**src/sv/wrm_pkg.sv**
```systemverilog
// ----------------------------------------------------------------------------
// wrm_pkg
// Shared types and constants of the windowed rate meter: field widths,
// command codes, the rate scale and the divider status bundle.
// ----------------------------------------------------------------------------
package wrm_pkg;

  localparam int DELTA_W       = 32;
  localparam int RATE_W        = 38;
  localparam int COUNT_W       = 7;
  localparam int DEPTH_DEFAULT = 64;

  // rate = count * 1e9 * 2^FRAC_W / sum
  localparam int                FRAC_W    = 8;
  localparam int                NS_W      = 30;
  localparam logic [NS_W-1:0]   NS_PER_S  = 30'd1000000000;
  localparam logic [RATE_W-1:0] RATE_MAX  = 38'd256000000000;

  typedef enum logic {
    CMD_RECORD = 1'b0,
    CMD_CLEAR  = 1'b1
  } cmd_e;

  typedef struct packed {
    logic busy;
    logic done;
  } div_status_t;

endpackage

```
**src/sv/wrm_div.sv**
```systemverilog
// ----------------------------------------------------------------------------
// wrm_div
// Bit-serial restoring divider: one quotient bit per cycle, numerator
// shifted in msb first. Quotient and remainder hold until the next start.
// ----------------------------------------------------------------------------
module wrm_div #(
  parameter int NUM_W = 45,
  parameter int DEN_W = 38,
  parameter int QUO_W = 38
) (
  input  logic                clk_i,
  input  logic                rst_ni,
  input  logic                start_i,
  input  logic [NUM_W-1:0]    numer_i,
  input  logic [DEN_W-1:0]    denom_i,
  output logic [QUO_W-1:0]    quot_o,
  output wrm_pkg::div_status_t status_o
);

  localparam int CntW = $clog2(NUM_W + 1);

  logic [NUM_W-1:0] num_q;
  logic [DEN_W-1:0] den_q;
  logic [DEN_W-1:0] rem_q;
  logic [QUO_W-1:0] quo_q;
  logic [CntW-1:0]  cnt_q;
  logic             busy_q;
  logic             done_q;

  logic [DEN_W:0]   trial;
  logic [DEN_W:0]   diff;
  logic             fits;

  assign trial = {rem_q, num_q[NUM_W-1]};
  assign diff  = trial - {1'b0, den_q};
  assign fits  = (trial >= {1'b0, den_q});

  always_ff @(posedge clk_i or negedge rst_ni) begin
    if (!rst_ni) begin
      busy_q <= 1'b0;
      done_q <= 1'b0;
      cnt_q  <= '0;
    end else begin
      done_q <= 1'b0;
      if (start_i) begin
        busy_q <= 1'b1;
        cnt_q  <= CntW'(NUM_W);
      end else if (busy_q) begin
        cnt_q <= cnt_q - 1'b1;
        if (cnt_q == CntW'(1)) begin
          busy_q <= 1'b0;
          done_q <= 1'b1;
        end
      end
    end
  end

  always_ff @(posedge clk_i) begin
    if (start_i) begin
      num_q <= numer_i;
      den_q <= denom_i;
      rem_q <= '0;
      quo_q <= '0;
    end else if (busy_q) begin
      num_q <= {num_q[NUM_W-2:0], 1'b0};
      rem_q <= fits ? diff[DEN_W-1:0] : trial[DEN_W-1:0];
      // high quotient bits are always zero, so they fall off the top
      quo_q <= {quo_q[QUO_W-2:0], fits};
    end
  end

  assign quot_o        = quo_q;
  assign status_o.busy = busy_q;
  assign status_o.done = done_q;

endmodule

```
**src/sv/windowed_rate_meter.sv**
```systemverilog
// ----------------------------------------------------------------------------
// windowed_rate_meter
// Average event rate over a sliding window of the last DEPTH intervals.
// ----------------------------------------------------------------------------
// Input channel (in_valid_i / in_stall_o): one item is either an interval in
// ns (command_i = record) or a clear command. Output channel (out_valid_o /
// out_stall_i): one result per item, rate_fixed_o = count * 256e9 / sum
// (events per second, 8 fraction bits, 0 for an empty window) and
// valid_count_o = number of non-zero intervals held.
// One item is worked on at a time. A record item passes the update, start
// and divide states before its result is loaded; NUM_W = clog2(DEPTH+1) + 38
// numerator bits pass the bit-serial divider, one quotient bit per cycle.
// A clear item skips the divider and goes straight to the done state; a
// record that leaves the window empty skips it after the update and start states.
// A finished result sits in the output register while the next item is
// taken; a result that finds the output still stalled waits in place and
// holds the input stalled until it moves.
// Reset empties the window at once: a fill count marks which ring slots have
// been written since the last clear, so no clearing pass is needed and the
// block takes items as soon as reset is released.
// ----------------------------------------------------------------------------
module windowed_rate_meter #(
  parameter int DEPTH = wrm_pkg::DEPTH_DEFAULT
) (
  input  logic                       clk_i,
  input  logic                       rst_ni,
  input  logic                       in_valid_i,
  output logic                       in_stall_o,
  input  logic                       command_i,
  input  logic [wrm_pkg::DELTA_W-1:0] delta_ns_i,
  output logic                       out_valid_o,
  input  logic                       out_stall_i,
  output logic [wrm_pkg::RATE_W-1:0]  rate_fixed_o,
  output logic [wrm_pkg::COUNT_W-1:0] valid_count_o
);

  localparam int DeltaW = wrm_pkg::DELTA_W;
  localparam int RateW  = wrm_pkg::RATE_W;
  localparam int CountW = wrm_pkg::COUNT_W;
  localparam int IdxW   = (DEPTH > 1) ? $clog2(DEPTH) : 1;
  localparam int CntW   = $clog2(DEPTH + 1);
  localparam int SumW   = DeltaW + IdxW;
  localparam int ProdW  = CntW + wrm_pkg::NS_W;
  localparam int NumW   = ProdW + wrm_pkg::FRAC_W;

  typedef enum logic [2:0] {
    S_IDLE,
    S_UPDATE,
    S_START,
    S_DIV,
    S_DONE
  } state_e;

  state_e            state_q;
  logic [DeltaW-1:0] ring_q [DEPTH];
  logic [DeltaW-1:0] rd_data_q;
  logic [DeltaW-1:0] delta_q;
  logic [IdxW-1:0]   widx_q;
  logic [CntW-1:0]   fill_q;
  logic [SumW-1:0]   sum_q;
  logic [CntW-1:0]   count_q;
  logic              zero_q;
  logic              out_valid_q;
  logic [RateW-1:0]  rate_q;
  logic [CountW-1:0] out_count_q;

  logic              in_accept;
  logic              ring_we;
  logic [DeltaW-1:0] old_val;
  logic [SumW-1:0]   sum_d;
  logic [CntW-1:0]   count_d;
  logic [ProdW-1:0]  product;
  logic [NumW-1:0]   numer;
  logic              div_start;
  logic [RateW-1:0]  quot;
  logic              out_load;
  wrm_pkg::div_status_t div_stat;

  assign in_stall_o = (state_q != S_IDLE);
  assign in_accept  = in_valid_i && !in_stall_o;
  assign ring_we    = (state_q == S_UPDATE);
  assign div_start  = (state_q == S_START) && (count_q != '0);
  assign out_load   = (state_q == S_DONE) && (!out_valid_q || !out_stall_i);

  // slots at or beyond the fill count have not been written since clear
  assign old_val = (CntW'(widx_q) < fill_q) ? rd_data_q : '0;

  always_comb begin
    sum_d   = sum_q - SumW'(old_val) + SumW'(delta_q);
    count_d = count_q;
    if (old_val != '0) count_d = count_d - 1'b1;
    if (delta_q != '0) count_d = count_d + 1'b1;
  end

  assign product = ProdW'(count_q) * ProdW'(wrm_pkg::NS_PER_S);
  assign numer   = {product, {wrm_pkg::FRAC_W{1'b0}}};

  always_ff @(posedge clk_i) begin
    if (ring_we) begin
      ring_q[widx_q] <= delta_q;
    end
    if (in_accept) begin
      rd_data_q <= ring_q[widx_q];
    end
  end

  wrm_div #(
    .NUM_W (NumW),
    .DEN_W (SumW),
    .QUO_W (RateW)
  ) u_div (
    .clk_i    (clk_i),
    .rst_ni   (rst_ni),
    .start_i  (div_start),
    .numer_i  (numer),
    .denom_i  (sum_q),
    .quot_o   (quot),
    .status_o (div_stat)
  );

  always_ff @(posedge clk_i or negedge rst_ni) begin
    if (!rst_ni) begin
      state_q     <= S_IDLE;
      delta_q     <= '0;
      widx_q      <= '0;
      fill_q      <= '0;
      sum_q       <= '0;
      count_q     <= '0;
      zero_q      <= 1'b0;
      out_valid_q <= 1'b0;
      rate_q      <= '0;
      out_count_q <= '0;
    end else begin
      if (out_valid_q && !out_stall_i && !out_load) begin
        out_valid_q <= 1'b0;
      end
      unique case (state_q)
        S_IDLE: begin
          if (in_accept) begin
            if (command_i == wrm_pkg::CMD_CLEAR) begin
              widx_q  <= '0;
              fill_q  <= '0;
              sum_q   <= '0;
              count_q <= '0;
              zero_q  <= 1'b1;
              state_q <= S_DONE;
            end else begin
              delta_q <= delta_ns_i;
              state_q <= S_UPDATE;
            end
          end
        end
        S_UPDATE: begin
          sum_q   <= sum_d;
          count_q <= count_d;
          widx_q  <= (widx_q == IdxW'(DEPTH - 1)) ? '0 : widx_q + 1'b1;
          if (fill_q != CntW'(DEPTH)) begin
            fill_q <= fill_q + 1'b1;
          end
          state_q <= S_START;
        end
        S_START: begin
          zero_q  <= (count_q == '0);
          state_q <= (count_q == '0) ? S_DONE : S_DIV;
        end
        S_DIV: begin
          if (div_stat.done) begin
            state_q <= S_DONE;
          end
        end
        S_DONE: begin
          if (out_load) begin
            out_valid_q <= 1'b1;
            rate_q      <= zero_q ? '0 : quot;
            out_count_q <= CountW'(count_q);
            state_q     <= S_IDLE;
          end
        end
        default: begin
          state_q <= S_IDLE;
        end
      endcase
    end
  end

  assign out_valid_o   = out_valid_q;
  assign rate_fixed_o  = rate_q;
  assign valid_count_o = out_count_q;

endmodule

```
**config.mk**
```make
export PLATFORM = sky130hd
export DESIGN_NAME = windowed_rate_meter
export DESIGN_NICKNAME = d
export VERILOG_FILES = /design/src/sv/wrm_pkg.sv /design/src/sv/wrm_div.sv /design/src/sv/windowed_rate_meter.sv
export SDC_FILE = /design/constraint.sdc
export NUM_CORES = 2
export LEC_CHECK = 0
export ABC_AREA = 1
export BUFFER_PORTS_ARGS = -buffer_cell sky130_fd_sc_hd__buf_2
export CAP_MARGIN = 20
export CORE_ASPECT_RATIO = 0.7
export CORE_MARGIN = 8
export CORE_UTILIZATION = 35
export DETAILED_ROUTE_END_ITERATION = 12
export PLACE_DENSITY = 0.46
export SLEW_MARGIN = 20
export SYNTH_ARGS = -nofsm -noshare
export SYNTH_HDL_FRONTEND = slang
export SYNTH_SLANG_ARGS = --single-unit
```
**constraint.sdc**
```tcl
create_clock -name clk_i -period 5.7 [get_ports clk_i]
set_input_delay 0.285 -clock clk_i [delete_from_list [all_inputs] [get_ports clk_i]]
set_output_delay 0.285 -clock clk_i [all_outputs]
set_load 0.02 [all_outputs]
```
==> out/qor.csv <==
metric,value,unit
status,finished clean,
portBuffers,83,
insertion_delay,0.89,ns
crit_path_start,widx_q[2],
die-area,290000,um^2
drt-met1-wl,159,mm
dr_wl_met2,131,mm
cap_violations,0,
placedCellCount,10600,
die_w,641,um
worst_slew_margin_rel,0.284,
max_stage_delay,0.50,ns
die_h,453,um
setup_ws,0.620,ns
wl_per_cell,29.7,um
crit_buf_inv,3,
area_delta_synth_final,15.0,%
totalWireLength,329,mm
seqCellArea,69700,um^2
io_pins,84,
rr_worst_depth,20,
yosysUniqueCellTypes,64,
wl_met3,32.9,mm
crit_fanout,13,
worstSetupStartpointType,flip-flop,
drtIter0Drc,8188,
rsz0062_at_grt,no,
drt_first_pass_iters,6,
tightest_slew,1.06,ns
numClockSinks,2370,
r2r-start,widx_q[2],
p_total,38600,uW
post-route-min-period,5.08,ns
ir_drop,0.286,mV
r2r_slack,0.62,ns
root_buffer,clkbuf_16,
cts_buffers,234,
synthArstFlopShare,0.0624,
final_cells,11100,
ys_seq_elements,2370,
cellPowerDensity,351,nW/um^2
synthesis.area,95600,um^2
slew_viol_final,0,
ant_nets,0,
required,6.42,ns
grt-ovfl-total,0,
htree_levels,4,
via_count,60800,
track_usage,0.221,
reg2reg_to,sum_q[31],
drive_above_1_share,0.106,
crit_path_end,sum_q[31],
slowest_stage,dfrtp_1,
top_layer_used,met4,
grt_pass1_vias,57800,
cts-root-to-sink-buffers,4,
clk_pin_slew_worst_paths,0.06,ns
crit_family,compound AO/OA/AOI/OAI gates,
timing.final.crit_share,0.891,
start_util,0.352,
final_area,110000,um^2
antenna_found_initial,26,
synth_edf_count,2146,
p_leak,0.0405,uW
synth.avg_cell_area,13.7,um^2
grt_first_pass_wirelength,460,mm
hold_violations,0,
rows,160,
hold_path_class,input pin to async pin,
finalNetCount,7537,
grt_max_degree,99,
setup_viol,0,
dp_slack,0.733,ns
ys_seq_area_frac,0.729,
path_depth,20,
nFillCells,25300,
tritoncts,done,
multi_input_area,23100,um^2
syn_inst,6980,
setup_tns,0,ns
globalplace.congestion,0.887,
core,272000,um^2
yosys_warnings,0,
crit_chain,"ha_1, a21oi_1, nand2_2, a21oi_4, inv_1, nor2_1, fa_1, inv_1, ha_1, nand2_1, nor2_1, inv_1, o21ai_0, nor2_1, o21ai_2, a21oi_1, o21ai_1, a21oi_1, o21ai_0, o21ai_0",
drc,0,
fmax,0.197,GHz
crit_path_end_kind,flip-flop,
skew,0.0630,ns
crit_arrival,5.80,ns
dpl-instance-area,102000,um^2
viasPerCell,5.47,
dp_hpwl,203,mm
cts_resized,0,
syn_nets,7244,
synth-main-ff-cell,edfxtp_1,
critical_path_class,flip-flop to flip-flop,
-- power breakdown --
part	internal [uW]	total, uW	switching [uW]	leakage, uW
logic	1280	4090	2810	0.0127
clock network	8180	14900	6680	0.00347
registers	19300	19700	326	0.0244
-- flip-flops by register name, summed over array words and instances (netlist names) --
name,flops
count_q,7
delta_q,32
fill_q,7
out_valid_o,1
rate_fixed_o,38
rd_data_q,32
ring_q,2048
state_q,3
sum_q,38
u_div.busy_q,1
u_div.cnt_q,6
u_div.den_q,38
u_div.done_q,1
u_div.num_q,28
u_div.quot_o,38
u_div.rem_q,38
valid_count_o,7
widx_q,6
zero_q,1
-- how the worst min path moves through the flow --
stage,startpoint,end,slack [ns]
after detailed placement,sum_q[23],u_div.den_q[23],0.45
after global routing,delta_ns_i[16],delta_q[16],0.14
after global placement,sum_q[23],u_div.den_q[23],0.44
after CTS,delta_ns_i[16],delta_q[16],0.1
final,rst_ni,out_valid_o,0.08
after floorplan,rst_ni,count_q[0],-0.01
-- cell usage after synthesis, drive strengths merged (39+ instances only) --
cell type,number,area [um^2]
nand3,103,526
nand4,294,1840
dfxtp,76,1520
nor2,277,1060
o21ai,199,1010
a21oi,149,757
buf,140,658
clkbuf,170,638
edfxtp,2146,64400
nand2,1391,5250
a22oi,299,2240
a221oi,238,2090
fa,70,1400
a22o,184,1610
nor3,39,210
o22ai,68,425
inv,540,2030
dfrtp,148,3700
ha,157,1960
o31ai,40,300
xor2,44,385
-- cell type report --
cell class                      count  area share
Tap cell                         3645      0.0415
Clock inverter                    115     0.00769
Sequential cell                  2370       0.634
Multi-Input combinational cell   3754       0.210
Antenna cell                        6    0.000137
Clock buffer                      307      0.0572
Inverter                          546      0.0190
Timing Repair Buffer              367      0.0298
-- per-stage QoR --
| step | hold WS [ns] | util |
|---|---|---|
| finish | 0.0832 | 0.405 |
| global route | 0.144 | 0.404 |
| CTS | 0.0970 | 0.404 |
| detailed placement | 0.449 | 0.377 |
| global placement | 0.435 | 0.377 |
| floorplan | -0.0106 | - |
-- cells in the final DEF, fill, tap and decap left out, types with 62 or more instances in the layout --
master and n:
buf_4 196, inv_1 528, a221oi_1 237, clkbuf_16 239, nand2_1 1382, nand4_1 294
fa_1 70, o21ai_0 178, edfxtp_1 2146, ha_1 157, dfrtp_1 116, dfxtp_1 76
clkbuf_1 62, nor2_1 204, a21oi_1 148, nand3_1 100, a22oi_1 299, a22o_1 184
nor2_4 68, o22ai_1 68, buf_2 82
-- timing repair --
item                                    in CTS  in global routing
endpoints found under the hold margin      133                  0
setup buffers                                0                  0
hold buffers                                38                  0
endpoints found under the setup margin       0                  0
-- metal layers --
layer  up-vias  track usage
met5         -            0
met4         0       0.0420
met3       337       0.0575
met2      2495        0.300
met1     31400        0.353
li1      26600            -
-- logic make-up (layout without fill, tap and decap cells) --
| family | after synthesis | count (layout) | synth area share |
|---|---|---|---|
| adder cells (fa/ha/maj) | 227 | 227 | 0.0352 |
| other | 0 | 6 | 0 |
| flip-flops | 2370 | 2370 | 0.729 |
| AND/OR/NAND/NOR | 2156 | 2156 | 0.0964 |
| XOR/XNOR | 76 | 76 | 0.00696 |
| AO/OA/AOI/OAI | 1295 | 1295 | 0.0974 |
| buffers and inverters | 856 | 1335 | 0.0351 |
(Power assumes the default switching activity.)
